$ cat config.mk
export PLATFORM = sky130hd
export DESIGN_NAME = rgb_fade_gamma_pwm_top
export DESIGN_NICKNAME = d
export VERILOG_FILES = /design/src/hw/rtl/rgbf_pkg.sv /design/src/hw/rtl/rgbf_fade_step.sv /design/src/hw/rtl/rgb_fade_gamma_pwm_top.sv
export SDC_FILE = /design/constraint.sdc
export NUM_CORES = 1
export LEC_CHECK = 0
export BUFFER_PORTS_ARGS = -buffer_cell sky130_fd_sc_hd__buf_4
export CAP_MARGIN = 25
export CORE_MARGIN = 10
export CORE_UTILIZATION = 55
export DETAILED_ROUTE_END_ITERATION = 16
export HOLD_SLACK_MARGIN = 0.15
export PLACE_DENSITY_LB_ADDON = 0.1
export SYNTH_ARGS = -nofsm -noshare
export SYNTH_HDL_FRONTEND = slang
export SYNTH_SLANG_ARGS = --single-unit
$ cat constraint.sdc
create_clock -name clk -period 6.8 [get_ports clk]
set_input_delay 0.34 -clock clk [delete_from_list [all_inputs] [get_ports clk]]
set_output_delay 0.34 -clock clk [all_outputs]
set_load 0.02 [all_outputs]
$ cat src/hw/rtl/rgbf_pkg.sv
// Shared types, constants and gamma table for the RGB fade and gamma PWM block.
`default_nettype none

package rgbf_pkg;

  localparam int unsigned LEVEL_W  = 5;
  localparam int unsigned PHASE_W  = 3;
  localparam int unsigned COUNT_W  = 8;
  localparam int unsigned PERIOD_W = 16;
  localparam int unsigned NUM_PH   = 6;

  localparam logic [LEVEL_W-1:0]  LEVEL_TOP   = 5'd31;
  localparam logic [COUNT_W-1:0]  PWM_RELOAD  = 8'd255;
  localparam logic [PERIOD_W-1:0] STEP_TICKS_RST = 16'd4688;

  // Fade phase codes
  localparam logic [PHASE_W-1:0] PH_RED_UP    = 3'd0;
  localparam logic [PHASE_W-1:0] PH_GREEN_DN  = 3'd1;
  localparam logic [PHASE_W-1:0] PH_BLUE_UP   = 3'd2;
  localparam logic [PHASE_W-1:0] PH_RED_DN    = 3'd3;
  localparam logic [PHASE_W-1:0] PH_GREEN_UP  = 3'd4;
  localparam logic [PHASE_W-1:0] PH_BLUE_DN   = 3'd5;

  typedef logic [LEVEL_W-1:0] level_t;
  typedef logic [PHASE_W-1:0] phase_t;

  typedef struct packed {
    level_t red;
    level_t green;
    level_t blue;
  } level_set_t;

  // Gamma-corrected duty threshold for a 5-bit level
  function automatic logic [COUNT_W-1:0] gamma_lut(input level_t lvl);
    logic [COUNT_W-1:0] g;
    case (lvl)
      5'd0:  g = 8'd0;    5'd1:  g = 8'd1;    5'd2:  g = 8'd2;    5'd3:  g = 8'd2;
      5'd4:  g = 8'd2;    5'd5:  g = 8'd3;    5'd6:  g = 8'd3;    5'd7:  g = 8'd4;
      5'd8:  g = 8'd5;    5'd9:  g = 8'd6;    5'd10: g = 8'd7;    5'd11: g = 8'd8;
      5'd12: g = 8'd10;   5'd13: g = 8'd11;   5'd14: g = 8'd13;   5'd15: g = 8'd16;
      5'd16: g = 8'd19;   5'd17: g = 8'd23;   5'd18: g = 8'd27;   5'd19: g = 8'd32;
      5'd20: g = 8'd38;   5'd21: g = 8'd45;   5'd22: g = 8'd54;   5'd23: g = 8'd64;
      5'd24: g = 8'd76;   5'd25: g = 8'd91;   5'd26: g = 8'd108;  5'd27: g = 8'd128;
      5'd28: g = 8'd152;  5'd29: g = 8'd181;  5'd30: g = 8'd215;  default: g = 8'd255;
    endcase
    return g;
  endfunction

  // Next phase in the six-phase rotation
  function automatic phase_t phase_inc(input phase_t p);
    return (p == PH_BLUE_DN) ? PH_RED_UP : phase_t'(p + 3'd1);
  endfunction

endpackage

`default_nettype wire

$ cat src/hw/rtl/rgbf_fade_step.sv
// Fade sequencer step: skips finished phases and moves one level by one.
`default_nettype none

module rgbf_fade_step (
  input  rgbf_pkg::level_set_t lvl_i,
  input  rgbf_pkg::phase_t     phase_i,
  output rgbf_pkg::level_set_t lvl_o,
  output rgbf_pkg::phase_t     phase_o
);
  import rgbf_pkg::*;

  logic [NUM_PH-1:0] has_work;
  phase_t            start_ph;
  phase_t            scan_ph;
  phase_t            sel_ph;
  logic              found;

  // Work left in each phase
  assign has_work[PH_RED_UP]   = (lvl_i.red   < LEVEL_TOP);
  assign has_work[PH_GREEN_DN] = (lvl_i.green != '0);
  assign has_work[PH_BLUE_UP]  = (lvl_i.blue  < LEVEL_TOP);
  assign has_work[PH_RED_DN]   = (lvl_i.red   != '0);
  assign has_work[PH_GREEN_UP] = (lvl_i.green < LEVEL_TOP);
  assign has_work[PH_BLUE_DN]  = (lvl_i.blue  != '0);

  assign start_ph = (phase_i > PH_BLUE_DN) ? PH_RED_UP : phase_i;

  // Find the first phase with work, starting at the current one
  always_comb begin
    found   = 1'b0;
    sel_ph  = start_ph;
    scan_ph = start_ph;
    for (int i = 0; i < NUM_PH; i++) begin
      if (!found && has_work[scan_ph]) begin
        found  = 1'b1;
        sel_ph = scan_ph;
      end
      scan_ph = phase_inc(scan_ph);
    end
  end

  // Apply one step to the chosen phase's level
  always_comb begin
    lvl_o = lvl_i;
    if (found) begin
      unique case (sel_ph)
        PH_RED_UP:   lvl_o.red   = lvl_i.red   + 5'd1;
        PH_GREEN_DN: lvl_o.green = lvl_i.green - 5'd1;
        PH_BLUE_UP:  lvl_o.blue  = lvl_i.blue  + 5'd1;
        PH_RED_DN:   lvl_o.red   = lvl_i.red   - 5'd1;
        PH_GREEN_UP: lvl_o.green = lvl_i.green + 5'd1;
        PH_BLUE_DN:  lvl_o.blue  = lvl_i.blue  - 5'd1;
        default:     lvl_o = lvl_i;
      endcase
    end
  end

  assign phase_o = sel_ph;

endmodule

`default_nettype wire

$ cat src/hw/rtl/rgb_fade_gamma_pwm_top.sv
// Top level of the RGB color-fade LED driver with gamma-corrected PWM.
`default_nettype none

// Each input transfer is one PWM tick (tdata bit 0 set) or an idle report
// (bit 0 clear); every input transfer yields exactly one result transfer
// with the drive bits, the three levels and the fade phase as they stand
// after that tick. All state updates in the cycle of the input transfer,
// through one level of logic into the result register, so the block takes
// one item per clock cycle; input ready drops only while the result
// register is full and the sink holds it. The user must write step_ticks through
// cfg_* only while the block is idle; the block does not enforce this. 0 acts as 1.
module rgb_fade_gamma_pwm_top (
  input  wire logic        clk,
  input  wire logic        rst_n,
  // cfg: step_ticks
  input  wire logic        cfg_valid,
  output logic             cfg_ready,
  input  wire logic [15:0] cfg_data,
  // in_tdata: [0] tick_valid, [7:1] zero
  input  wire logic        in_tvalid,
  output logic             in_tready,
  input  wire logic [7:0]  in_tdata,
  // out_tdata: [0] red_drive, [1] green_drive, [2] blue_drive, [7:3] red_level,
  //            [12:8] green_level, [17:13] blue_level, [20:18] fade_phase_out,
  //            [23:21] zero
  output logic             out_tvalid,
  input  wire logic        out_tready,
  output logic [23:0]      out_tdata
);
  import rgbf_pkg::*;

  logic [PERIOD_W-1:0] step_ticks_r;
  logic [PERIOD_W-1:0] step_delay_r, step_delay_nxt;
  logic [COUNT_W-1:0]  pwm_count_r, pwm_count_nxt, pwm_eff;
  logic [2:0]          drive_r, drive_nxt, drive_base;
  level_set_t          lvl_r, lvl_nxt, lvl_step;
  phase_t              phase_r, phase_nxt, phase_step;
  logic                out_valid_r;
  logic [23:0]         out_data_r;
  logic                in_xfer;
  logic                tick;

  assign cfg_ready  = 1'b1;
  assign in_tready  = !out_valid_r || out_tready;
  assign in_xfer    = in_tvalid && in_tready;
  assign tick       = in_tdata[0];
  assign out_tvalid = out_valid_r;
  assign out_tdata  = out_data_r;

  // Hold the fade period
  always_ff @(posedge clk) begin
    if (!rst_n) begin
      step_ticks_r <= STEP_TICKS_RST;
    end else if (cfg_valid && cfg_ready) begin
      step_ticks_r <= cfg_data;
    end
  end

  rgbf_fade_step u_fade (
    .lvl_i   (lvl_r),
    .phase_i (phase_r),
    .lvl_o   (lvl_step),
    .phase_o (phase_step)
  );

  // PWM counter and sticky drive bits, compared against the levels held now
  always_comb begin
    pwm_eff    = (pwm_count_r == '0) ? PWM_RELOAD : pwm_count_r;
    drive_base = (pwm_count_r == '0) ? 3'b000 : drive_r;
    drive_nxt  = drive_base;
    if (pwm_eff <= gamma_lut(lvl_r.red))   drive_nxt[2] = 1'b1;
    if (pwm_eff <= gamma_lut(lvl_r.green)) drive_nxt[1] = 1'b1;
    if (pwm_eff <= gamma_lut(lvl_r.blue))  drive_nxt[0] = 1'b1;
    pwm_count_nxt = pwm_eff - 8'd1;
  end

  // Fade timing: step when the delay runs out, then reload
  always_comb begin
    lvl_nxt   = lvl_r;
    phase_nxt = phase_r;
    if (step_delay_r == '0) begin
      lvl_nxt        = lvl_step;
      phase_nxt      = phase_step;
      step_delay_nxt = (step_ticks_r == '0) ? '0 : step_ticks_r - 16'd1;
    end else begin
      step_delay_nxt = step_delay_r - 16'd1;
    end
  end

  // Advance state on a tick transfer
  always_ff @(posedge clk) begin
    if (!rst_n) begin
      pwm_count_r  <= '0;
      drive_r      <= '0;
      lvl_r        <= '0;
      phase_r      <= PH_RED_UP;
      step_delay_r <= '0;
    end else if (in_xfer && tick) begin
      pwm_count_r  <= pwm_count_nxt;
      drive_r      <= drive_nxt;
      lvl_r        <= lvl_nxt;
      phase_r      <= phase_nxt;
      step_delay_r <= step_delay_nxt;
    end
  end

  // Result register: load on input transfer, drop after output transfer
  always_ff @(posedge clk) begin
    if (!rst_n) begin
      out_valid_r <= 1'b0;
    end else if (in_xfer) begin
      out_valid_r <= 1'b1;
    end else if (out_tready) begin
      out_valid_r <= 1'b0;
    end
  end

  always_ff @(posedge clk) begin
    if (in_xfer) begin
      if (tick) begin
        out_data_r <= {3'b000, phase_nxt, lvl_nxt.blue, lvl_nxt.green, lvl_nxt.red,
                       drive_nxt[0], drive_nxt[1], drive_nxt[2]};
      end else begin
        out_data_r <= {3'b000, phase_r, lvl_r.blue, lvl_r.green, lvl_r.red,
                       drive_r[0], drive_r[1], drive_r[2]};
      end
    end
  end

  // An input transfer always leaves a result waiting
  a_result_follows: assert property (@(posedge clk) disable iff (!rst_n)
    in_xfer |=> out_valid_r)
    else $error("result missing after input transfer");

  // Levels and phase move only on a tick transfer
  a_hold_idle: assert property (@(posedge clk) disable iff (!rst_n)
    !(in_xfer && tick) |=> ($stable(lvl_r) && $stable(phase_r)))
    else $error("fade state changed without a tick");

  // At most one level changes per tick
  a_one_level: assert property (@(posedge clk) disable iff (!rst_n)
    (in_xfer && tick) |=> $countones({lvl_r.red != $past(lvl_r.red),
                                      lvl_r.green != $past(lvl_r.green),
                                      lvl_r.blue != $past(lvl_r.blue)}) <= 1)
    else $error("more than one level stepped in a tick");

  // Phase stays within the rotation
  a_phase_range: assert property (@(posedge clk) disable iff (!rst_n)
    phase_r <= PH_BLUE_DN)
    else $error("fade phase out of range");

endmodule

`default_nettype wire

=== Yosys cells after proc, flatten, opt, wreduce, memory -nomap -nowiden ===
Memory sizes are Yosys's and may differ from the RTL's. A register that Yosys moved wholly into a read port is not among the register bits.
Index checks and enable logic that the tools add are counted.

* Equal/unequal tests: 10
* $add $sub $neg: 14
* Magnitude comparators: 13
* Reductions and logical operators: 22
* Multiplexer cells: 51

{| class="wikitable"
|+ Operators by type and width
! cell !! count
|-
| 2-to-1 mux 3 bit || 13
|-
| zero test 16 bit || 2
|-
| 2-to-1 mux 16 bit || 2
|-
| subtractor 16 x 1 -> 16 bit (second input constant) || 2
|-
| 2-to-1 mux 15 bit || 2
|-
| 2-to-1 mux 5 bit || 6
|-
| case mux 5 bit (2 select lines) || 3
|-
| <= comparator 8 bit || 3
|-
| < comparator 3 x 4 -> 1 bit (second input constant) || 6
|-
| equality test 3 bit (second input constant) || 7
|-
| 2-to-1 mux 21 bit || 1
|-
| binary-select mux 1 bit (select 3 bit) || 6
|-
| 2-to-1 mux 1 bit || 17
|-
| adder 3 x 1 -> 3 bit (second input constant) || 5
|-
| adder 5 x 1 -> 5 bit (second input constant) || 3
|-
| < comparator 5 bit (second input constant) || 3
|-
| nonzero test 5 bit || 3
|-
| subtractor 5 x 1 -> 5 bit (second input constant) || 3
|-
| zero test 8 bit || 1
|-
| 2-to-1 mux 8 bit || 1
|-
| subtractor 8 x 1 -> 8 bit (second input constant) || 1
|-
| logical AND 1 bit || 7
|-
| equality test 3 x 2 -> 1 bit (second input constant) || 2
|-
| zero test 1 bit || 6
|-
| 5 further kinds || 5
|}

* Input bits: 29
* Output and inout bits: 27
* Bits in registers: 86
* Memories: 3
* Bits in read-only memories: 768
* Logic and storage cells: 123

{| class="wikitable"
|+ Memory list
! memory !! depth !! bits a word !! read ports !! clocked after memory_dff !! wr ports !! RTL line !! RTL
|-
| (name not given) || 32 || 8 || 1 || 1 || 0 || rgbf_pkg.sv:36 || <nowiki>case (lvl)</nowiki>
|-
| (name not given) || 32 || 8 || 1 || 1 || 0 || rgbf_pkg.sv:36 ||
|-
| (name not given) || 32 || 8 || 1 || 1 || 0 || rgbf_pkg.sv:36 ||
|}

=== Depth between registers and ports, before layout ===
Gate-level depths: netlist of the first run.

* Depth in word-level cells: 26
* Mapped depth: 26
* Gate-level depth less buffers: 22

=== Hierarchy ===
A second synthesis of the first run with hierarchy kept.

* Cell total of the unflattened synthesis: 997
* Area total of the unflattened synthesis: 8249.2 um^2

{| class="wikitable"
|+ By module, submodules not included
! module !! times used !! cells each !! area an instance (um^2) !! sequential area each (um^2)
|-
| rgb_fade_gamma_pwm_top || 1 || 810 || 6810.3 || 2352.3
|-
| rgbf_fade_step || 1 || 187 || 1438.9 || 0.0
|}

=== Worst setup path before layout of the first run ===
OpenSTA, ideal clock, no wires.

* Path kind: reg2reg
* From: reg phase_r[1]
* To: reg (tool-made name)
* Required time: 6.666 ns
* Arrival time: 4.716 ns
* Library setup time: 0.134 ns
* Period minus slack after synthesis: 4.851 ns
* Stages on the path, launching flop included: 22
* Buffers on the path: 3
* Slack: 1.949 ns
* Cells stage by stage: dfxtp_1 ha_1 and2b_1 buf_2 o21ai_0 a22o_1 o21bai_1 o21a_1 o211ai_2 a21oi_1 buf_2 nand3_1 ha_1 a21o_1 a21oi_1 nand4_1 or4_1 and4_4 inv_2 clkbuf_4 a211oi_1 or4_1

{| class="wikitable"
|+ RTL lines
! element !! RTL line !! RTL
|-
| start: declaration || rgb_fade_gamma_pwm_top.sv:37 || <nowiki>phase_t phase_r, phase_nxt, phase_step;</nowiki>
|-
| start signal: assignment || rgb_fade_gamma_pwm_top.sv:102 || <nowiki>phase_r <= phase_nxt;</nowiki>
|}

==> reports/metrics.yaml, run 1 <==
yosysUniqueCellTypes: 98
design_power_total_mw: 2.391
relSlewSlack_pct: 27.90
slowest_delay_ns: 0.87
post-cts-setup-buffers: 0
grt_util_met1_pct: 25.88
slew_viol_final: 0
gp_congestion: 0.9291
maxCapViolations: 0
critPathTopFamily: "compound AO/OA/AOI/OAI gates"
grt_overflow: 0
setup_viol: 0
diodes: 0
crit_required_ns: 7.04
timing.final.crit_share_pct: 86.58
peakVddDrop_v: 0.0002292
die_h_um: 140.7
post-route-util_pct: 59.93
area_delta_synth_final_pct: 7.802
avgSynthCellArea_um2: 8.379
grt_pass1_vias: 6345
layout_commonest_cell: "dfxtp_1"
power.leakage_nw: 3.497
num_vias: 6982
rsz0062_at_grt: "false"
h-tree-depth: 3
antenna_found_initial: 0
critPathBufInv: 2
numCtsBuffers: 9
coreArea_um2: 14420
die-width_um: 140.7
hold_path_class: "in2reg"
rows: 44
path_max_fanout: 17
status: "finished clean"
synth-seq-cells: 107
end_kind: "flop"
drive_gt1_share_pct: 14.27
fmax_mhz: 169.8
timing_worst_setup_path_type: "reg2reg"
ctsResizeCount: 0
cts_tree: "done"
setup_tns_ns: 0
clk_pin_slew_ns: 0.07
track_usage_pct: 19.14
cts.sinks: 107
finalHoldViolations: 0
cp_slowest_cell: "a222oi_1"
synth_edf_count: 21
io_buffers: 44
power_density_nw_per_um2: 276.6
startpoint_type: "flop"
start_util_pct: 55.60
wl_per_cell_um: 16.63
skew_ns: 0.007832
dieArea_um2: 19810
post-route-min-period_ns: 5.888
synth_cells: 957
clk_latency_ns: 0.36
wl_um: 19260
worst_slew_pin_slew_ns: 1.072
gr-usage-met3_pct: 2.889
layout_setup_ws_ns: 0.9123
clockRootBuffer: "clkbuf_16"
drt_iter0_drc: 669
synth_seq_area_share_pct: 29.33
cts_max_path_buffers: 2
synth_area_um2: 8019
grt.busiest_layer: "met2"
holdWs_ns: 0.1959
grt_pass1_wl_um: 31890
grt_max_degree: 39
final_nets: 1052
synth_flop_cell: "dfxtp_1"
final_cell_mix: "86 x dfxtp_1, 84 x nand2_1, 81 x nor2_1"
drc: 0
ioPinCount: 56
dp_hpwl_um: 13780
dr.pass1.iters: 5
via_per_inst: 6.029
hold_buffers: 0
ant_nets: 0
async_flop_share_pct: 0
groute.layer.met2.usage_pct: 30.30
path_cells: "inv_1, ha_1, nor2_1, o2bb2ai_2, a222oi_1, a221o_1, a21oi_2, a31oi_4, nand3_1, ha_1, a21o_1, a21oi_1, nand4_1, or4_1, and4_4, inv_2, a211oi_1, or4_1"
ys_warn_count: 0
dp_slack_ns: 1.029
crit_arrival_ns: 6.12
layout make-up:
cell class | instances | area [um^2]
repair buffers | 56 | 420.4
well taps | 184 | 230.2
multi-input cells | 737 | 5140
clock inverters | 3 | 22.52
inverters | 58 | 219.0
fillers | 1368 | 5779
flip-flops and latches | 107 | 2352
clock buffers | 13 | 260.3
path summary, 6_finish.rpt:
check                                startpoint               to  depth (start not counted)  slack [ns]
worst min register to register  step_delay_r[5]  step_delay_r[5]                          2        0.48
worst max register to register       phase_r[1]             flop                         18        0.91
worst min-delay path                cfg_data[9]  step_ticks_r[9]                          3        0.20
worst max-delay path                 phase_r[1]             flop                         18        0.91
stage by stage:
stage	instance area (um^2)	std cells
final	8645	1158
after global routing	8645	1158
after CTS	8645	1158
after detailed placement	8362	1142
after global placement	8362	1142
after floorplan	8026	959
power breakdown:
part | internal, mW | switching [mW] | total (mW)
Clock | 0.271 | 0.244 | 0.515
Combinational | 0.442 | 0.664 | 1.11
Sequential | 0.717 | 0.0543 | 0.771
Total | 1.43 | 0.962 | 2.39
per-layer routing:
metal  part of all wire [%]  wire length (um)
met5                      0                 0
met4                    1.6               311
met3                    5.4              1043
met2                     46              8843
met1                     47              9057
logic make-up after synthesis:
logic type	count (synthesis)	share of synthesized area, %
AND/OR/NAND/NOR	347	21.99
AO/OA/AOI/OAI	235	20.57
buffers and inverters	115	6.756
flip-flops	107	29.33
multiplexers	58	7.926
adder cells (fa/ha/maj)	54	8.613
XOR/XNOR	39	4.728
other	2	0.09365
cell usage after synthesis (6+ instances only):
cell       n  share of area (%)
a211oi_1  11                1.0
nor3_1    19                1.2
a22oi_1   10               0.94
a311oi_1   7               0.76
a21oi_1   49                3.1
mux2_2    13                1.8
nor2b_1    9               0.70
xnor2_1   24                2.6
nor4_1     8               0.62
ha_1      52                8.1
buf_4      9               0.84
a21o_1    12                1.1
o21a_1     6               0.56
o21ai_0   49                3.1
and2_1     8               0.62
nand2_1   84                3.9
buf_6      7               0.98
or2_2     11               0.86
nor2_1    81                3.8
a22o_1     6               0.66
or3_1     13                1.0
and3_1    11               0.86
dfxtp_1   86                 21
buf_2     15               0.94
clkbuf_1  21               0.98
o22ai_1    8               0.62
mux2i_1   41                5.1
nand4_1    9               0.70
nand2b_1  16                1.2
xor2_1    13                1.4
inv_1     53                2.5
edfxtp_1  21                7.9
nand3_1   43                2.7
worst reg2reg max path, delay by kind of cell (launching register included):
family | cells | cell delay [ns]
fa+ha+maj | 2 | 0.99
simple gates | 6 | 1.72
buf+inv | 2 | 0.26
flops | 1 | 0.41
compound gates | 8 | 2.39
(Power assumes the default switching activity.)
==> run 2, diff against run 1 <==
--- a/config.mk
+++ b/config.mk
@@ -6,12 +6,12 @@
 export NUM_CORES = 1
 export LEC_CHECK = 0
 export BUFFER_PORTS_ARGS = -buffer_cell sky130_fd_sc_hd__buf_4
-export CAP_MARGIN = 25
+export CAP_MARGIN = 20
 export CORE_MARGIN = 10
 export CORE_UTILIZATION = 55
 export DETAILED_ROUTE_END_ITERATION = 16
 export HOLD_SLACK_MARGIN = 0.15
-export PLACE_DENSITY_LB_ADDON = 0.1
+export PLACE_DENSITY_LB_ADDON = 0.25
 export SYNTH_ARGS = -nofsm -noshare
 export SYNTH_HDL_FRONTEND = slang
 export SYNTH_SLANG_ARGS = --single-unit
==> reports/metrics.yaml, run 2 (same netlist as run 1, synthesis figures left out) <==
antenna_found_initial: 0  # unchanged
slew_viol_final: 0  # unchanged
r2r_setup_slack_ns: 1.10  # +0.18 ns
num_vias: 6984  # +0.029%
skew_ns: 0.007961  # +0.0001290 ns
diodes: 0  # unchanged
end_kind: "flop"
timing_worst_setup_path_type: "reg2reg"
min_path_cells: 3  # unchanged
route.met2.wl_um: 8562  # -3.2%
ioPinCount: 56  # unchanged
crit_required_ns: 7.04  # about the same
hold_end: "step_ticks_r[9]"
timing.final.crit_share_pct: 83.90  # -2.7 points
layout_commonest_cell: "dfxtp_1"
numCtsBuffers: 9  # unchanged
dr.pass1.iters: 7  # +2
clockRootBuffer: "clkbuf_16"
wl_um: 18800  # -2.4%
h-tree-depth: 3  # unchanged
met1Wirelength_um: 8575  # -5.3%
reg2regPathDepth: 18  # unchanged
post-cts-setup-buffers: 0  # unchanged
design_power_total_mw: 2.408  # +0.70%
ctsResizeCount: 0  # unchanged
die_h_um: 140.7  # unchanged
drc: 0  # unchanged
track_usage_pct: 18.91  # -0.23 points
dp_hpwl_um: 13480  # -2.1%
r2r-start: "phase_r[1]"
grt_pass1_wl_um: 31470  # -1.3%
setup_viol: 0  # unchanged
rows: 44  # unchanged
gp_congestion: 0.9428  # +1.5%
die-width_um: 140.7  # unchanged
hold_buffers: 0  # unchanged
start_util_pct: 55.60  # unchanged
fillers: 1305  # -4.6%
io_buffers: 44  # unchanged
ant_nets: 0  # unchanged
power.leakage_nw: 3.512  # +0.43%
relSlewSlack_pct: 37.05  # +9.1 points
cts_max_path_buffers: 2  # unchanged
area_delta_synth_final_pct: 8.223
grt_pass1_vias: 6399  # +0.85%
coreArea_um2: 14420  # unchanged
maxCapViolations: 0  # unchanged
wl_met3_um: 1168  # +12%
drive_gt1_share_pct: 14.37  # +0.10 points
top_layer_used: "met4"
final_cell_mix: "86 x dfxtp_1, 84 x nand2_1, 81 x nor2_1"
path_max_fanout: 17  # unchanged
clk_latency_ns: 0.36  # about the same
final_nets: 1052  # unchanged
cts.sinks: 107  # unchanged
fmax_mhz: 175.3  # +3.2%
finalHoldViolations: 0  # unchanged
via_per_inst: 6.031  # about the same
status: "finished clean"
clk_pin_slew_ns: 0.07  # about the same
power_density_nw_per_um2: 277.4  # +0.30%
peakVddDrop_v: 0.0001913  # -17%
min-delay-start: "cfg_data[9]"
hold_path_class: "in2reg"
rsz0062_at_grt: "false"
setup_tns_ns: 0  # unchanged
crit_arrival_ns: 5.94  # -0.18 ns
grt_overflow: 0  # unchanged
post-route-min-period_ns: 5.705  # -0.1828 ns
startpoint_type: "flop"
dieArea_um2: 19810  # unchanged
cts_tree: "done"
drt_iter0_drc: 534  # -20%
worst_slew_pin_slew_ns: 0.9380  # -0.1336 ns
grt_max_degree: 42  # +7.7%
wl_per_cell_um: 16.23  # -2.4%
-- run 2: final cells by class --
type	instances	area, um^2	share of cell area, %
Sequential cell	107	2352	27.11
Clock buffer	10	229.0	2.638
Inverter	58	219.0	2.523
Timing Repair Buffer	56	437.9	5.046
Multi-Input combinational cell	737	5140	59.23
Tap cell	184	230.2	2.653
Clock inverter	6	70.07	0.8074
-- run 2: metal layers --
layer,global-route usage (%),vias to the layer above
li1,-,3475
met1,24.80,3256
met2,30.07,214
met3,3.897,39
met4,6.630,0
met5,0,-
-- run 2: worst max path at each step --
stage | from | to | slack, ns | cells after the start
detailed placement | phase_r[1] | flop | 1.18 | 18
CTS | phase_r[1] | flop | 1.15 | 18
global route | phase_r[1] | flop | 0.64 | 16
finish | phase_r[1] | flop | 1.10 | 18
global placement | phase_r[1] | flop | 1.21 | 18
floorplan | phase_r[1] | flop | 1.95 | 21
-- run 2: critical path: stages, from the launching register on --
cell	delay, ns
dfxtp_1	0.42
inv_1	0.07
ha_1	0.58
nor2_1	0.12
o2bb2ai_2	0.14
a222oi_1	0.78
a221o_1	0.31
a21oi_2	0.08
a31oi_4	0.39
nand3_1	0.31
ha_1	0.41
a21o_1	0.19
a21oi_1	0.29
nand4_1	0.12
or4_1	0.41
and4_4	0.25
inv_2	0.18
a211oi_1	0.06
or4_1	0.49
-- run 2: report_power, final --
group / switching (mW) / internal [mW] / total, mW
Combinational: 0.656 / 0.444 / 1.10
Sequential: 0.0545 / 0.717 / 0.771
Clock: 0.246 / 0.290 / 0.536
-- run 2: stage by stage --
stage	std cells	utilization [%]	instance area (um^2)	worst slack [ns]	hold slack [ns]
after floorplan	959	-	8026	1.949	0.4422
after global placement	1141	57.92	8354	1.206	0.4508
after detailed placement	1141	57.92	8354	1.181	0.4626
after CTS	1157	59.99	8653	1.151	0.1880
after global routing	1158	60.17	8678	0.6405	0.2120
final	1158	60.17	8678	1.095	0.1911
==> run 3, diff against run 2 <==
==> constraint.sdc (replaced) <==
create_clock -name clk -period 5.61 [get_ports clk]
set_input_delay 0.2805 -clock clk [delete_from_list [all_inputs] [get_ports clk]]
set_output_delay 0.2805 -clock clk [all_outputs]
set_load 0.02 [all_outputs]
==> reports/metrics.yaml, run 3 (same netlist as run 1, synthesis figures left out) <==
timing.final.crit_share_pct: 93.86  # +10 points
fillers: 1280  # -1.9%
skew_ns: 0.01269  # +0.004727 ns
finalHoldViolations: 0  # unchanged
placed_cells: 1150  # +0.79%
coreArea_um2: 14420  # unchanged
final_cells: 1170  # +1.0%
startpoint_type: "flop"
power.leakage_nw: 3.563  # +1.5%
gp_congestion: 0.9342  # -0.91%
diodes: 0  # unchanged
grt_pass1_vias: 6324  # -1.2%
track_usage_pct: 19.04  # +0.13 points
relSlewSlack_pct: 54.02  # +17 points
final_cell_mix: "86 x dfxtp_1, 84 x nand2_1, 81 x nor2_1"
layout_commonest_cell: "dfxtp_1"
cp_slowest_cell: "or3_1"
path_cells: "ha_1, and2b_2, or3_1, nand4_1, o311a_1, a21boi_1, o211ai_1, and3_2, nand3_1, ha_1, a21o_1, a21oi_1, nand4_1, or4_1, and4_4, inv_2, a211oi_1, or4_1"
h-tree-depth: 3  # unchanged
fmax_mhz: 189.9  # +8.3%
drc: 0  # unchanged
grt_max_degree: 39  # -7.1%
clk_pin_slew_ns: 0.07  # about the same
cts.sinks: 107  # unchanged
slew_viol_final: 0  # unchanged
path_max_fanout: 14  # -3
ioPinCount: 56  # unchanged
antenna_found_initial: 0  # unchanged
reg2regPathDepth: 18  # unchanged
rows: 44  # unchanged
design_power_total_mw: 2.933  # +22%
status: "finished clean"
worst_slew_pin_slew_ns: 0.6889  # -0.2491 ns
rsz0062_at_grt: "false"
hold_path_class: "in2reg"
r2r_setup_slack_ns: 0.34  # -0.75 ns
dr.pass1.iters: 5  # -2
die-width_um: 140.7  # unchanged
drt_iter0_drc: 627  # +17%
final_nets: 1064  # +1.1%
r2r-start: "phase_r[1]"
setup.worst_path.start: "phase_r[1]"
peakVddDrop_v: 0.0002115  # +11%
post-cts-setup-buffers: 0  # unchanged
clockRootBuffer: "clkbuf_16"
num_vias: 7011  # +0.39%
area_delta_synth_final_pct: 9.455
grt_util_met1_pct: 25.21  # +0.41 points
clk_latency_ns: 0.36  # about the same
crit_required_ns: 5.84  # -1.20 ns
die_h_um: 140.7  # unchanged
drive_gt1_share_pct: 15.62  # +1.2 points
grt_overflow: 0  # unchanged
start_util_pct: 55.60  # unchanged
groute.layer.met2.usage_pct: 29.88  # -0.20 points
wl_per_cell_um: 16.56  # +2.0%
dieArea_um2: 19810  # unchanged
holdWs_ns: 0.1576  # -0.03352 ns
io_buffers: 44  # unchanged
crit_arrival_ns: 5.50  # -0.44 ns
wl_um: 19370  # +3.1%
fin_area_um2: 8777  # +1.1%
setup_tns_ns: 0  # unchanged
power_density_nw_per_um2: 334.1  # +20%
grt_pass1_wl_um: 31640  # +0.55%
post-route-min-period_ns: 5.265  # -0.4394 ns
cts_max_path_buffers: 2  # unchanged
placed_area_um2: 8422  # +0.81%
min_path_cells: 3  # unchanged
via_per_inst: 5.992  # -0.64%
slowest_delay_ns: 0.50  # -0.28 ns
ant_nets: 0  # unchanged
dp_hpwl_um: 13960  # +3.5%
numCtsBuffers: 9  # unchanged
setup_viol: 0  # unchanged
gr-usage-met3_pct: 3.426  # -0.47 points
grt.busiest_layer: "met2"
timing_worst_setup_path_type: "reg2reg"
maxCapViolations: 0  # unchanged
cts_tree: "done"
end_kind: "flop"
## run 3: critical path: cells and delay by family, from the launching register on
family          cells  cell delay (ns)
compound gates      6             1.11
buf+inv             1             0.17
fa+ha+maj           2             0.60
simple gates        9             2.85
flops               1             0.41
## run 3: area by class of cell
| type | instances | area, um^2 | area share [%] |
|---|---|---|---|
| multi-input cells | 737 | 5155 | 58.73 |
| flip-flops and latches | 107 | 2352 | 26.80 |
| repair buffers | 68 | 520.5 | 5.930 |
| well taps | 184 | 230.2 | 2.623 |
| clock buffers | 9 | 225.2 | 2.566 |
| inverters | 58 | 219.0 | 2.495 |
| clock inverters | 7 | 75.07 | 0.8553 |
## run 3: per-layer routing
metal	vias up	share of wire, %
met3	42	5.7
met2	226	46
met1	3256	46
met5	-	0
met4	0	2.9
li1	3487	-
## run 3: what timing repair did
item	CTS	global route
hold buffers	4	0
endpoints found under the hold margin	4	0
resized for setup	0	6
endpoints found under the setup margin	0	12
## run 3: power by group
group / internal (mW) / switching (mW) / total, mW
logic: 0.548 / 0.801 / 1.35
clock network: 0.350 / 0.298 / 0.648
registers: 0.869 / 0.0664 / 0.935
## run 3: stage by stage
stage	utilization (%)	setup slack, ns
5_1_grt	60.85	0.03098
2_1_floorplan	-	0.7594
3_3_place_gp	58.39	0.3648
4_1_cts	60.75	0.2371
6_report	60.85	0.3446
3_5_place_dp	58.39	0.2549
## run 3: worst min-delay path by stage
stage                        to              from  slack, ns
5_1_grt        step_ticks_r[13]      cfg_data[13]       0.16
3_3_place_gp   step_delay_r[10]  step_delay_r[10]       0.45
3_5_place_dp   step_delay_r[10]  step_delay_r[10]       0.46
6_report       step_ticks_r[14]      cfg_data[14]       0.16
2_1_floorplan  step_ticks_r[12]      cfg_data[12]       0.41
4_1_cts         step_ticks_r[5]       cfg_data[5]       0.15
